===== src/design/ltbw_pkg.sv =====
// Shared types, codes and constants for the LCD text block writer.
// No dependencies; imported by every module of the block but the checker.
`timescale 1ns / 1ps

package ltbw_pkg;

  // Item kinds carried on the input tuser
  typedef enum logic [1:0] {
    MODE_START = 2'd0,
    MODE_CHAR  = 2'd1,
    MODE_CMD   = 2'd2,
    MODE_DATA  = 2'd3
  } mode_t;

  // Configuration register indexes
  localparam logic [1:0] REG_COLUMNS   = 2'd0;
  localparam logic [1:0] REG_ROWS      = 2'd1;
  localparam logic [1:0] REG_BACKLIGHT = 2'd2;

  localparam logic [4:0] COLUMNS_RESET   = 5'd16;
  localparam logic [2:0] ROWS_RESET      = 3'd2;
  localparam logic       BACKLIGHT_RESET = 1'b1;
  localparam logic [2:0] MAX_ROWS        = 3'd4;

  // Display RAM distance between rows 0 and 2
  localparam int ROW_PITCH = 20;
  localparam logic [7:0] ROW_ADJ = 8'(256 - ROW_PITCH);

  localparam logic [7:0] EN_BIT = 8'h04;

  localparam int QUEUE_DEPTH_DEFAULT = 2;

  typedef struct packed {
    logic [4:0] columns;
    logic [2:0] rows_in_use;
    logic       backlight_on;
  } ltbw_cfg_t;

  // One classified request: one or two bytes to send
  typedef struct packed {
    logic [7:0] byte0;
    logic       rs0;
    logic [7:0] byte1;   // always a data write
    logic       two;
  } ltbw_entry_t;

  function automatic logic [7:0] row_base(input logic [1:0] r);
    logic [7:0] b;
    unique case (r)
      2'd0: b = 8'h80;
      2'd1: b = 8'hC0;
      2'd2: b = 8'h94;
      default: b = 8'hD4;
    endcase
    return b;
  endfunction

endpackage


===== src/design/ltbw_front.sv =====
// Front end: accepts input requests, tracks the block cursor and classifies.
// Depends on ltbw_pkg; feeds ltbw_queue.
`timescale 1ns / 1ps

module ltbw_front (
  input  logic               clk,
  input  logic               rst,
  input  logic               s_tvalid,
  output logic               s_tready,
  input  logic [15:0]        s_tdata,
  input  logic [1:0]         s_tuser,
  input  ltbw_pkg::ltbw_cfg_t cfg,
  input  logic               queue_full,
  output logic               push,
  output ltbw_pkg::ltbw_entry_t entry
);
  import ltbw_pkg::*;

  logic [4:0] cursor_col, cursor_col_next;
  logic [2:0] cursor_row, cursor_row_next;
  logic       block_full, block_full_next;

  logic       accept;
  mode_t      mode;
  logic [7:0] value;
  logic [4:0] start_col;
  logic [1:0] start_row;
  logic [2:0] eff_rows;
  logic       outside;
  logic [4:0] col_inc;
  logic [7:0] addr;

  assign s_tready  = !queue_full;
  assign accept    = s_tvalid && s_tready;
  assign mode      = mode_t'(s_tuser);
  assign value     = s_tdata[7:0];
  assign start_col = s_tdata[12:8];
  assign start_row = s_tdata[14:13];

  // Position checks and set-address command
  always_comb begin
    eff_rows = (cfg.rows_in_use > MAX_ROWS) ? MAX_ROWS : cfg.rows_in_use;
    outside  = block_full || (cursor_col >= cfg.columns) || (cursor_row >= eff_rows);
    col_inc  = cursor_col + 5'd1;
    addr     = row_base(cursor_row[1:0]) + {3'b000, cursor_col};
    if (cursor_row >= 3'd2) begin
      addr = addr + {3'b000, cfg.columns} + ROW_ADJ;
    end
  end

  // Classification and cursor update
  always_comb begin
    cursor_col_next = cursor_col;
    cursor_row_next = cursor_row;
    block_full_next = block_full;
    push            = 1'b0;
    entry.byte0     = value;
    entry.rs0       = 1'b0;
    entry.byte1     = value;
    entry.two       = 1'b0;
    if (accept) begin
      unique case (mode)
        MODE_START: begin
          cursor_col_next = start_col;
          cursor_row_next = {1'b0, start_row};
          block_full_next = (start_col >= cfg.columns) || ({1'b0, start_row} >= eff_rows);
        end
        MODE_CHAR: begin
          if (outside) begin
            block_full_next = 1'b1;
          end else begin
            push        = 1'b1;
            entry.byte0 = addr;
            entry.two   = 1'b1;
            if (col_inc >= cfg.columns) begin
              cursor_col_next = '0;
              cursor_row_next = cursor_row + 3'd1;
              if ((cursor_row + 3'd1) >= eff_rows) begin
                block_full_next = 1'b1;
              end
            end else begin
              cursor_col_next = col_inc;
            end
          end
        end
        MODE_CMD: begin
          push = 1'b1;
        end
        MODE_DATA: begin
          push      = 1'b1;
          entry.rs0 = 1'b1;
        end
      endcase
    end
  end

  always_ff @(posedge clk) begin
    if (rst) begin
      cursor_col <= '0;
      cursor_row <= '0;
      block_full <= 1'b0;
    end else begin
      cursor_col <= cursor_col_next;
      cursor_row <= cursor_row_next;
      block_full <= block_full_next;
    end
  end

endmodule


===== src/design/ltbw_queue.sv =====
// Short request queue between the front end and the write sequencer.
// Depends on ltbw_pkg for the entry type.
`timescale 1ns / 1ps

module ltbw_queue #(
  parameter int DEPTH = ltbw_pkg::QUEUE_DEPTH_DEFAULT
) (
  input  logic                  clk,
  input  logic                  rst,
  input  logic                  push,
  input  ltbw_pkg::ltbw_entry_t push_entry,
  input  logic                  pop,
  output ltbw_pkg::ltbw_entry_t head,
  output logic                  empty,
  output logic                  full
);
  import ltbw_pkg::*;

  localparam int PW = (DEPTH > 1) ? $clog2(DEPTH) : 1;
  localparam int CW = $clog2(DEPTH + 1);

  ltbw_entry_t    slots [DEPTH];
  logic [PW-1:0]  wr_ptr, rd_ptr;
  logic [CW-1:0]  count;
  logic           do_push, do_pop;

  assign empty   = (count == '0);
  assign full    = (count == CW'(DEPTH));
  assign do_push = push && !full;
  assign do_pop  = pop && !empty;
  assign head    = slots[rd_ptr];

  // Storage
  always_ff @(posedge clk) begin
    if (do_push) begin
      slots[wr_ptr] <= push_entry;
    end
  end

  // Pointers and fill count
  always_ff @(posedge clk) begin
    if (rst) begin
      wr_ptr <= '0;
      rd_ptr <= '0;
      count  <= '0;
    end else begin
      if (do_push) begin
        wr_ptr <= (wr_ptr == PW'(DEPTH - 1)) ? '0 : wr_ptr + PW'(1);
      end
      if (do_pop) begin
        rd_ptr <= (rd_ptr == PW'(DEPTH - 1)) ? '0 : rd_ptr + PW'(1);
      end
      if (do_push && !do_pop) begin
        count <= count + CW'(1);
      end else if (do_pop && !do_push) begin
        count <= count - CW'(1);
      end
    end
  end

endmodule


===== src/design/ltbw_back.sv =====
// Write sequencer: turns queued bytes into 4-bit expander writes.
// Depends on ltbw_pkg; drains ltbw_queue into the output register.
`timescale 1ns / 1ps

module ltbw_back (
  input  logic                  clk,
  input  logic                  rst,
  input  ltbw_pkg::ltbw_cfg_t   cfg,
  input  ltbw_pkg::ltbw_entry_t head,
  input  logic                  empty,
  output logic                  pop,
  output logic                  m_tvalid,
  input  logic                  m_tready,
  output logic [7:0]            m_tdata,
  output logic                  m_tlast
);
  import ltbw_pkg::*;

  // step[3] byte, step[2] nibble, step[1:0] strobe phase
  logic [3:0] step;
  logic       advance;
  logic [7:0] cur_byte;
  logic       rs;
  logic [7:0] nib;
  logic [7:0] bl;
  logic [7:0] wr_byte;
  logic       wr_last;

  assign advance = !empty && (!m_tvalid || m_tready);

  always_comb begin
    cur_byte = step[3] ? head.byte1 : head.byte0;
    rs       = step[3] ? 1'b1 : head.rs0;
    nib      = step[2] ? {cur_byte[3:0], 4'h0} : {cur_byte[7:4], 4'h0};
    bl       = {4'h0, cfg.backlight_on, 3'b000};
    unique case (step[1:0])
      2'd1:    wr_byte = {7'd0, rs} | EN_BIT | bl;
      2'd2:    wr_byte = {7'd0, rs} | nib | EN_BIT | bl;
      default: wr_byte = {7'd0, rs} | bl;
    endcase
    wr_last = (step == {head.two, 3'b111});
    pop     = advance && wr_last;
  end

  // Step counter
  always_ff @(posedge clk) begin
    if (rst) begin
      step <= '0;
    end else if (advance) begin
      step <= wr_last ? 4'd0 : step + 4'd1;
    end
  end

  // Output register
  always_ff @(posedge clk) begin
    if (rst) begin
      m_tvalid <= 1'b0;
    end else if (advance) begin
      m_tvalid <= 1'b1;
    end else if (m_tready) begin
      m_tvalid <= 1'b0;
    end
  end

  always_ff @(posedge clk) begin
    if (advance) begin
      m_tdata <= wr_byte;
      m_tlast <= wr_last;
    end
  end

endmodule


===== src/design/lcd_text_block_writer.sv =====
// Top level of the LCD text block writer: config registers and wiring.
// Depends on ltbw_pkg, ltbw_front, ltbw_queue and ltbw_back.
//
// Use: requests enter on the s_ channel (tuser = kind, tdata = text or
// position), expander writes leave on the m_ channel, one byte per write,
// tlast marking the final write of each request. A start request sets the
// row and column of a text block and sends nothing. A block character sends
// a set-address command and a data write: 16 writes. Raw command and raw
// data requests send 8 writes. Dropped characters send nothing.
// A taken request is written into the request queue, and its first write
// then leaves through the output register. Throughput: one write per
// cycle from the sequencer while m_tready is high; the write sequencer
// sets this rate. The front end takes a new request whenever the request
// queue has room. Stalls: when m_tready is low the output register holds;
// the queue fills and then s_tready falls. Reset clears the cursor, the
// queue and the output, and loads 16 columns, 2 rows, backlight on.
// Configuration: write cfg_data to cfg_index while the block is idle.
`timescale 1ns / 1ps

module lcd_text_block_writer #(
  parameter int QUEUE_DEPTH = ltbw_pkg::QUEUE_DEPTH_DEFAULT
) (
  input  logic        clk,
  input  logic        rst,
  input  logic        s_tvalid,
  output logic        s_tready,
  input  logic [15:0] s_tdata,   // value[7:0], start_col[12:8], start_row[14:13], zero
  input  logic [1:0]  s_tuser,   // mode[1:0]
  output logic        m_tvalid,
  input  logic        m_tready,
  output logic [7:0]  m_tdata,   // expander_byte[7:0]
  output logic        m_tlast,
  input  logic        cfg_we,
  input  logic [1:0]  cfg_index,
  input  logic [4:0]  cfg_data
);
  import ltbw_pkg::*;

  ltbw_cfg_t   cfg;
  ltbw_entry_t push_entry;
  ltbw_entry_t head;
  logic        push, pop, empty, full;

  // Configuration registers
  always_ff @(posedge clk) begin
    if (rst) begin
      cfg.columns      <= COLUMNS_RESET;
      cfg.rows_in_use  <= ROWS_RESET;
      cfg.backlight_on <= BACKLIGHT_RESET;
    end else if (cfg_we) begin
      unique case (cfg_index)
        REG_COLUMNS:   cfg.columns      <= cfg_data;
        REG_ROWS:      cfg.rows_in_use  <= cfg_data[2:0];
        REG_BACKLIGHT: cfg.backlight_on <= cfg_data[0];
        default: ;
      endcase
    end
  end

  ltbw_front u_front (
    .clk        (clk),
    .rst        (rst),
    .s_tvalid   (s_tvalid),
    .s_tready   (s_tready),
    .s_tdata    (s_tdata),
    .s_tuser    (s_tuser),
    .cfg        (cfg),
    .queue_full (full),
    .push       (push),
    .entry      (push_entry)
  );

  ltbw_queue #(
    .DEPTH (QUEUE_DEPTH)
  ) u_queue (
    .clk        (clk),
    .rst        (rst),
    .push       (push),
    .push_entry (push_entry),
    .pop        (pop),
    .head       (head),
    .empty      (empty),
    .full       (full)
  );

  ltbw_back u_back (
    .clk      (clk),
    .rst      (rst),
    .cfg      (cfg),
    .head     (head),
    .empty    (empty),
    .pop      (pop),
    .m_tvalid (m_tvalid),
    .m_tready (m_tready),
    .m_tdata  (m_tdata),
    .m_tlast  (m_tlast)
  );

endmodule


===== config.mk =====
export PLATFORM = sky130hd
export DESIGN_NAME = lcd_text_block_writer
export DESIGN_NICKNAME = d
export VERILOG_FILES = /design/src/design/ltbw_pkg.sv /design/src/design/ltbw_front.sv /design/src/design/ltbw_queue.sv /design/src/design/ltbw_back.sv /design/src/design/lcd_text_block_writer.sv
export SDC_FILE = /design/constraint.sdc
export NUM_CORES = 1
export LEC_CHECK = 0
export BUFFER_PORTS_ARGS = -buffer_cell sky130_fd_sc_hd__buf_4
export CORE_ASPECT_RATIO = 0.6
export CORE_MARGIN = 2
export CORE_UTILIZATION = 60
export CTS_CLUSTER_SIZE = 14
export DETAILED_ROUTE_END_ITERATION = 12
export GPL_ROUTABILITY_DRIVEN = 0
export PLACE_DENSITY = 0.8
export SYNTH_ARGS = -nofsm -noshare
export SYNTH_HDL_FRONTEND = slang
export SYNTH_HIERARCHICAL = 1
export SYNTH_SLANG_ARGS = --single-unit

===== constraint.sdc =====
create_clock -name clk -period 4.45 [get_ports clk]
set_input_delay 0.445 -clock clk [delete_from_list [all_inputs] [get_ports clk]]
set_output_delay 0.445 -clock clk [all_outputs]
set_load 0.02 [all_outputs]

Yosys cells after proc, flatten, opt, wreduce, memory -nomap -nowiden
Memories as Yosys holds them, arrays and structs flattened. A register that Yosys moved wholly into a read port is not among the register bits.
Index checks and enable logic that the tools add are counted.
{"block": "word_totals", "ff_bits": 36, "latch_bits": 0, "ramBits": 36, "romBits": 0, "in_bits": 30, "out_inout_bits": 11, "wordCells": 118, "mem_count": 1}
{"block": "classes", "add_sub_neg": 10, "multipliers": 0, "n_div": 0, "magnitude_cmp": 8, "eq_ne": 15, "shift": 0, "mux": 37, "n_bitwise": 4, "reduce_logical": 30}
{"name": "u_queue.slots", "depth": 2, "word_bits": 18, "rd": 1, "rd_ports_with_merged_regs": 1, "wr": 1, "line": "ltbw_queue.sv:22", "source": "ltbw_entry_t slots [DEPTH];"}
{"cell": "2-to-1 mux 8 bit", "count": 5}
{"cell": "case mux 7 bit (3 select lines)", "count": 1}
{"cell": "2-to-1 mux 1 bit", "count": 17}
{"cell": "adder 8 x 5 -> 8 bit", "count": 2}
{"cell": "case mux 8 bit (2 select lines)", "count": 1}
{"cell": ">= comparator 5 bit", "count": 3}
{"cell": "== test 2 bit (second input constant)", "count": 6}
{"cell": "2-to-1 mux 5 bit", "count": 2}
{"cell": "case mux 5 bit (2 select lines)", "count": 1}
{"cell": "2-to-1 mux 3 bit", "count": 3}
{"cell": "2-to-1 mux 9 bit", "count": 1}
{"cell": "adder 8 bit (second input constant)", "count": 1}
{"cell": "== test 2 x 1 -> 1 bit (second input constant)", "count": 4}
{"cell": "zero test 2 bit", "count": 4}
{"cell": "OR 1 x 8 -> 8 bit", "count": 1}
{"cell": "OR 8 x 4 -> 8 bit", "count": 1}
{"cell": "AND reduction 4 bit", "count": 2}
{"cell": "logical AND 1 bit", "count": 7}
{"cell": ">= comparator 3 bit", "count": 2}
{"cell": "!= test 3 x 1 -> 1 bit (second input constant)", "count": 2}
{"cell": "case mux 3 bit (2 select lines)", "count": 1}
{"cell": "AND reduction 2 bit", "count": 3}
{"cell": "nonzero test 2 bit", "count": 3}
{"cell": "adder 5 x 1 -> 5 bit (second input constant)", "count": 1}
{"cell": "20 further kinds", "count": 30}

Longest topological paths before layout
Gate-level depths: netlist (run 1).
{"block": "logic_depth", "depth_word": 12, "ltp_mapped": 14, "ltp_nobuf": 13}

Cells and area by module
Netlist (run 1), hierarchy kept.
{"module": "ltbw_front", "instances": 1, "cells_per_inst": 232, "area_per_inst_um2": 1840.5, "seq_area_each_um2": 180.2}
{"module": "ltbw_queue", "instances": 1, "cells_per_inst": 81, "area_per_inst_um2": 1514.0, "seq_area_each_um2": 1181.1}
{"module": "ltbw_back", "instances": 1, "cells_per_inst": 54, "area_per_inst_um2": 663.1, "seq_area_each_um2": 340.3}
{"module": "lcd_text_block_writer", "instances": 1, "cells_per_inst": 39, "area_per_inst_um2": 406.6, "seq_area_each_um2": 180.2}

Least setup slack after synthesis (run 1)
OpenSTA, ideal clock, no wires.
{"block": "synth_timing", "path_type": "register -> register", "start": "register u_front.cursor_row[0]", "end": "memory u_queue/slots[0][17] in the netlist's numbering (data pin)", "setup_time_ps": 267, "arrival_ps": 2868, "required_time_ps": 4183, "slack_ps": 1315, "stages_incl_launch_ff": 13, "path_buffers": 0, "synth_period_minus_slack_ps": 3135, "path_cell_list": "dfxtp_1 > inv_1 > ha_1 > or2_2 > ha_1 > inv_1 > ha_1 > fa_1 > nand2b_1 > o2bb2ai_1 > o31ai_1 > xor2_1 > a31oi_1"}
{"element": "start, declared", "line": "ltbw_front.sv:20", "source": "logic [2:0] cursor_row, cursor_row_next;"}
{"element": "start signal, assigned", "line": "ltbw_front.sv:104", "source": "cursor_row <= cursor_row_next;"}
{"element": "end, declared", "line": "ltbw_queue.sv:22"}

==> results of run 1 <==
-- registers in the layout, indices dropped and copies added, names as in the netlist, named ones only --
register,flops
u_front/cursor_col,5
u_front/cursor_row,3
u_queue/rd_ptr,1
cfg,9
u_back/m_tlast,1
u_queue/count,2
u_back/m_tvalid,1
u_back/step,4
u_front/block_full,1
u_queue/slots,36
u_back/m_tdata,7
u_queue/wr_ptr,1
-- power groups by stage --
stage,clock [uW],combinational [uW],sequential (uW)
detailed placement,0,478,839
floorplan,0,322,851
global route,699,539,833
finish,660,484,826
global placement,0,456,835
CTS,674,481,826
-- routing by layer --
metal  wire length, um  global-route usage [%]
met2              3930                    36.1
met3               592                    6.51
met5                 0                       0
met1              4670                    36.4
met4                85                    8.03
-- placed cells by master (no fill, tap or decap), types with 8 or more instances in the layout --
| cell type | n |
|---|---|
| nand2b_1 | 16 |
| clkbuf_16 | 9 |
| nand2_1 | 17 |
| xnor2_1 | 8 |
| a21oi_1 | 18 |
| a31oi_1 | 13 |
| inv_1 | 35 |
| nand3_1 | 13 |
| buf_4 | 41 |
| ha_1 | 44 |
| dfxtp_1 | 28 |
| nor2_1 | 27 |
| mux2i_1 | 14 |
| mux2_2 | 21 |
| edfxtp_1 | 44 |
| o21ai_0 | 14 |
-- synth_stat cells, types with 3 or more instances --
cell type / n
nand3_1: 13
nand2_1: 17
edfxtp_1: 44
ha_1: 44
xnor2_1: 8
nor3b_1: 3
mux2_2: 21
nand2b_1: 16
o21ai_0: 14
inv_1: 35
buf_6: 3
nor2b_1: 5
nor2_1: 27
xor2_1: 7
clkbuf_1: 3
mux4_2: 4
a31oi_1: 13
buf_4: 10
and2_1: 3
mux2i_1: 14
buf_2: 3
and3_1: 7
a21o_1: 4
or3_1: 3
dfxtp_1: 28
a21oi_1: 18
-- per-stage QoR --
step           hold WS (ns)  setup slack (ns)  util, %
2_1_floorplan         0.409              1.32        -
3_3_place_gp          0.452              1.02     65.4
3_5_place_dp          0.443             0.992     65.4
4_1_cts               0.289             0.980     69.2
5_1_grt               0.299             0.722     69.2
6_report              0.305             0.946     69.2
-- logic make-up after synthesis --
kind of cell             share of synthesized area (%)
AO/OA/AOI/OAI                                     11.6
adder cells (fa/ha/maj)                           12.9
other                                           0.0848
multiplexers                                      10.5
buffers and inverters                             6.02
AND/OR/NAND/NOR                                   13.3
XOR/XNOR                                          2.97
flip-flops                                        42.5
-- final cells by class --
type,instances,area (um^2)
flip-flops and latches,72,1880
fillers,541,2220
well taps,91,114
inverters,35,131
clock inverters,7,48.8
multi-input cells,280,2280
repair buffers,41,308
clock buffers,9,225
-- worst max path at each step --
stage                                          end                               start  cells past startpoint
finish              u_queue/slots[0][17]$_DFFE_PP_  u_front/cursor_row[0]$_SDFFE_PP0P_                     12
global route        u_queue/slots[0][17]$_DFFE_PP_  u_front/cursor_row[0]$_SDFFE_PP0P_                     12
CTS                 u_queue/slots[0][17]$_DFFE_PP_  u_front/cursor_row[0]$_SDFFE_PP0P_                     12
floorplan           u_queue/slots[0][17]$_DFFE_PP_  u_front/cursor_row[0]$_SDFFE_PP0P_                     12
detailed placement  u_queue/slots[0][17]$_DFFE_PP_  u_front/cursor_row[0]$_SDFFE_PP0P_                     12
global placement    u_queue/slots[0][17]$_DFFE_PP_  u_front/cursor_row[0]$_SDFFE_PP0P_                     12
==> metrics.cfg, run 1 <==
[sta]
max_freq_mhz=285
tightest_slew_ns=0.932
fin_crit_ns=3.50
rsz0062_at_grt=false
clock_skew_ns=0.00535
hold_violations=0
drv_slew=0
max_slew_margin_pct=37.9
finalCritPeriodShare_pct=78.7
finalSetupViolCount=0
fin_tns_setup_ns=0

[route]
drtIter0Drc=240
wire_per_inst_um=17.3
vias=3103
vias_per_cell=5.80
wirelength_um=9280
ant_nets=0
drc=0
first_pass_iters=4

[pwr]
switching_share_pct=30.6
internal_power_uw=1370
p_sw_uw=603
combPwrFrac_pct=24.6
powerDensity_nw_per_um2=395
p_leak_uw=0.00214
vdd_ir_drop_max_mv=0.241
totalPowerFinal_uw=1970
power_frac_seq_pct=41.9
p_clk_share_pct=33.5

[synth]
synth.avg_cell_area_um2=10.9
syn-num-nets=481
synth_area_leaders=edfxtp_1 (30%), dfxtp_1 (13%), ha_1 (12%)
postSynthCellCount=406
synth_area_leader_cell=edfxtp_1
synth_edf_count=44
syn-cell-area_um2=4420
ys_seq_area_share_pct=42.5
synth_ff_type=edfxtp_1
yosys_warnings=6
synth_seq_cells=72
async_flop_share_pct=0
ys_types=60
synth.top_cell.area_share_pct=29.9

[min_path]
hold-path-endpoint=u_queue/slots[0][3]$_DFFE_PP_
min_from=s_tdata[2]
min_path_cells=1
hold_path_class=primary input to register

[clocking]
postCtsSetupBuffers=0
post_cts_resized=0
cts_made_buffers=9
hold_buffers=0
htreeDepth=3
cts_sinks=72
cts_root_buf=clkbuf_16
clk_pin_slew_ns=0.06
clockBufferDepth=2
cts_tree=done
clk_latency_ns=0.34

[global_route]
overflow=0
grt_pass1_wl_um=15100
grt_pass1_vias=3011
antenna_found_initial=0
grt_max_degree=36
grt_usage_pct=24.9

[worst_setup_path]
arrival_ns=3.57
crit_family=adder cells
regToRegEndpoint=u_queue/slots[0][17]$_DFFE_PP_
cpMostUsedCell=ha_1
crit_required_ns=4.52
worst-r2r-cell-count=12
max_stage_delay_ns=0.48
r2r-start=u_front/cursor_row[0]$_SDFFE_PP0P_
cp_max_fo=6
path_buf_inv=2
cp-start-kind=register
reg2reg_setup_slack_ns=0.95
criticalPathCategory=register to register
crit_path_top_delay_cell=fa_1
crit_chain=inv_1 > ha_1 > or2_2 > ha_1 > inv_1 > ha_1 > fa_1 > nand2b_1 > o2bb2ai_1 > o31ai_1 > xor2_1 > a31oi_1
end_kind=register

[place]
placed_area_um2=4710
hpwl_um=6970
dp.cells=519
port-buffer-count=38

[floorplan]
die-area_um2=8100
core_area_um2=7210
rows=24
start_util_pct=61.4
io_pins=41
die_w_um=115
fp.dieH_um=70.5

[final_layout]
diodes=0
postLayoutCellArea_um2=4980
nets=514
stdcell_count=535
area.growth.synth_to_final_pct=12.7
layout-drive-gt1-share_pct=21.8

[job]
cap_violations=0

[status]
outcome=finished, final reports clean

Note: power is estimated with default switching activity, not from simulation.
==> inputs of run 2 (changes only) <==
==> constraint.sdc (replaced) <==
create_clock -name clk -period 3.6 [get_ports clk]
set_input_delay 0.36 -clock clk [delete_from_list [all_inputs] [get_ports clk]]
set_output_delay 0.36 -clock clk [all_outputs]
set_load 0.02 [all_outputs]
==> metrics.cfg, run 2 (same netlist as run 1, synthesis figures left out) <==
[clocking]
cts_tree=done
clockBufferDepth=2
hold_buffers=0
cts_made_buffers=9
clk_latency_ns=0.34
clk_pin_slew_ns=0.06
cts_sinks=72
cts_root_buf=clkbuf_16
htreeDepth=3

[worst_setup_path]
arrival_ns=3.62
r2r-start=u_front/cursor_row[0]$_SDFFE_PP0P_
crit_required_ns=3.78
crit_end=u_queue/slots[0][14]$_DFFE_PP_
regToRegEndpoint=u_queue/slots[0][14]$_DFFE_PP_
cp-start-kind=register
worst-r2r-cell-count=11
reg2reg_setup_slack_ns=0.16
cp_max_fo=6
startpoint=u_front/cursor_row[0]$_SDFFE_PP0P_
end_kind=register
criticalPathCategory=register to register

[sta]
hold_violations=0
finalSetupViolCount=0
fin_hold_ws_ns=0.215
fin_tns_setup_ns=0
tightest_slew_ns=0.844
max_freq_mhz=291
clock_skew_ns=0.00794
fin_crit_ns=3.44
max_slew_margin_pct=43.7
finalCritPeriodShare_pct=95.6
rsz0062_at_grt=false
postLayoutSetupSlackWorst_ns=0.159
drv_slew=0

[global_route]
grt_usage_pct=25.6
grt_busiest_layer=met2
grt_use_met3_pct=8.51
grt_pass1_wl_um=15400
grt_pass1_vias=3120
use_met1_pct=36.7
overflow=0
grtUsageMet2_pct=37.9
antenna_found_initial=0
grt_max_degree=36

[final_layout]
area.growth.synth_to_final_pct=14.3
multi_input_area_um2=2290
fill_cells=546
nets=516
top_register=u_queue/slots
final_cell_mix=ha_1 (44), edfxtp_1 (44), buf_4 (43)
postLayoutCellArea_um2=5060
layout-drive-gt1-share_pct=22.9
largest_reg_flops=36
reg_top3=u_queue/slots x36, cfg x9, u_back/m_tdata x7
diodes=0
regArea_um2=1880

[route]
vias_per_cell=5.84
drtIter0Drc=218
first_pass_iters=6
vias=3136
drc=0
wire_per_inst_um=17.6
ant_nets=0
wirelength_um=9470

[place]
hpwl_um=7100
port-buffer-count=38
placed_area_um2=4730
place_ws_ns=0.162

[min_path]
hold_path_class=primary input to register

[floorplan]
rows=24
die-area_um2=8100
fp.dieH_um=70.5
die_w_um=115
io_pins=41
core_area_um2=7210
start_util_pct=61.4

[pwr]
combPwrFrac_pct=23.8
p_sw_uw=757
p_leak_uw=0.00218
p_clk_share_pct=36.9
vdd_ir_drop_max_mv=0.388
power_frac_seq_pct=39.3
powerDensity_nw_per_um2=513
switching_share_pct=29.2
internal_power_uw=1840

[job]
cap_violations=0

[status]
outcome=finished, final reports clean

==> run 2: routing by layer <==
| layer | vias to the layer above | part of all wire (%) |
|---|---|---|
| met3 | 10 | 7.1 |
| met5 | - | 0 |
| met1 | 1517 | 49 |
| li1 | 1528 | - |
| met4 | 0 | 0.89 |
| met2 | 81 | 43 |
==> run 2: power by group through the flow <==
stage          Combinational, uW  Sequential (uW)  Clock (uW)
2_1_floorplan                398             1050           0
3_3_place_gp                 571             1030           0
3_5_place_dp                 598             1040           0
4_1_cts                      603             1020         973
5_1_grt                      680             1030        1010
6_report                     618             1020         957
==> run 2: worst min path at each step <==
stage / startpoint / cells after the start / slack [ns] / to
global route: s_tdata[7] / 1 / 0.20 / u_queue/slots[1][8]$_DFFE_PP_
floorplan: cfg[0]$_SDFFE_PP1P_ / 0 / 0.41 / u_back/m_tdata[3]$_DFFE_PP_
finish: s_tdata[1] / 1 / 0.22 / u_queue/slots[0][2]$_DFFE_PP_
CTS: s_tdata[2] / 1 / 0.21 / u_queue/slots[0][3]$_DFFE_PP_
global placement: cfg[0]$_SDFFE_PP1P_ / 0 / 0.45 / u_back/m_tdata[3]$_DFFE_PP_
detailed placement: cfg[0]$_SDFFE_PP1P_ / 0 / 0.44 / u_back/m_tdata[3]$_DFFE_PP_
==> run 2: timing repair <==
| action | in CTS | in global routing |
|---|---|---|
| setup endpoints to repair | 0 | 6 |
| endpoints found under the hold margin | 0 | 0 |
| gates resized for setup | 0 | 3 |
| buffers inserted | 0 | 0 |
==> run 2: critical path: stages, from the launching register on <==
cell and delay (ns):
dfxtp_2 0.40, inv_1 0.10, ha_1 0.21, or2_2 0.32, ha_1 0.32, xnor2_1 0.27
ha_1 0.29, ha_1 0.36, and2_1 0.19, a22o_1 0.22, or3_1 0.37, a31oi_1 0.22
==> run 2: cell type report <==
cell class	count	share of cell area, %
Sequential cell	72	37.2
Clock buffer	9	4.45
Timing Repair Buffer	43	6.38
Multi-Input combinational cell	280	45.2
Tap cell	91	2.25
Inverter	35	2.60
Clock inverter	7	1.88
==> run 2: per-stage QoR <==
| stage | utilization [%] | total power [uW] | cells |
|---|---|---|---|
| final | 70.2 | 2590 | 537 |
| after global placement | 65.6 | 1600 | 521 |
| after global routing | 70.2 | 2720 | 537 |
| after CTS | 70.0 | 2600 | 537 |
| after detailed placement | 65.6 | 1640 | 521 |
| after floorplan | - | 1450 | 406 |
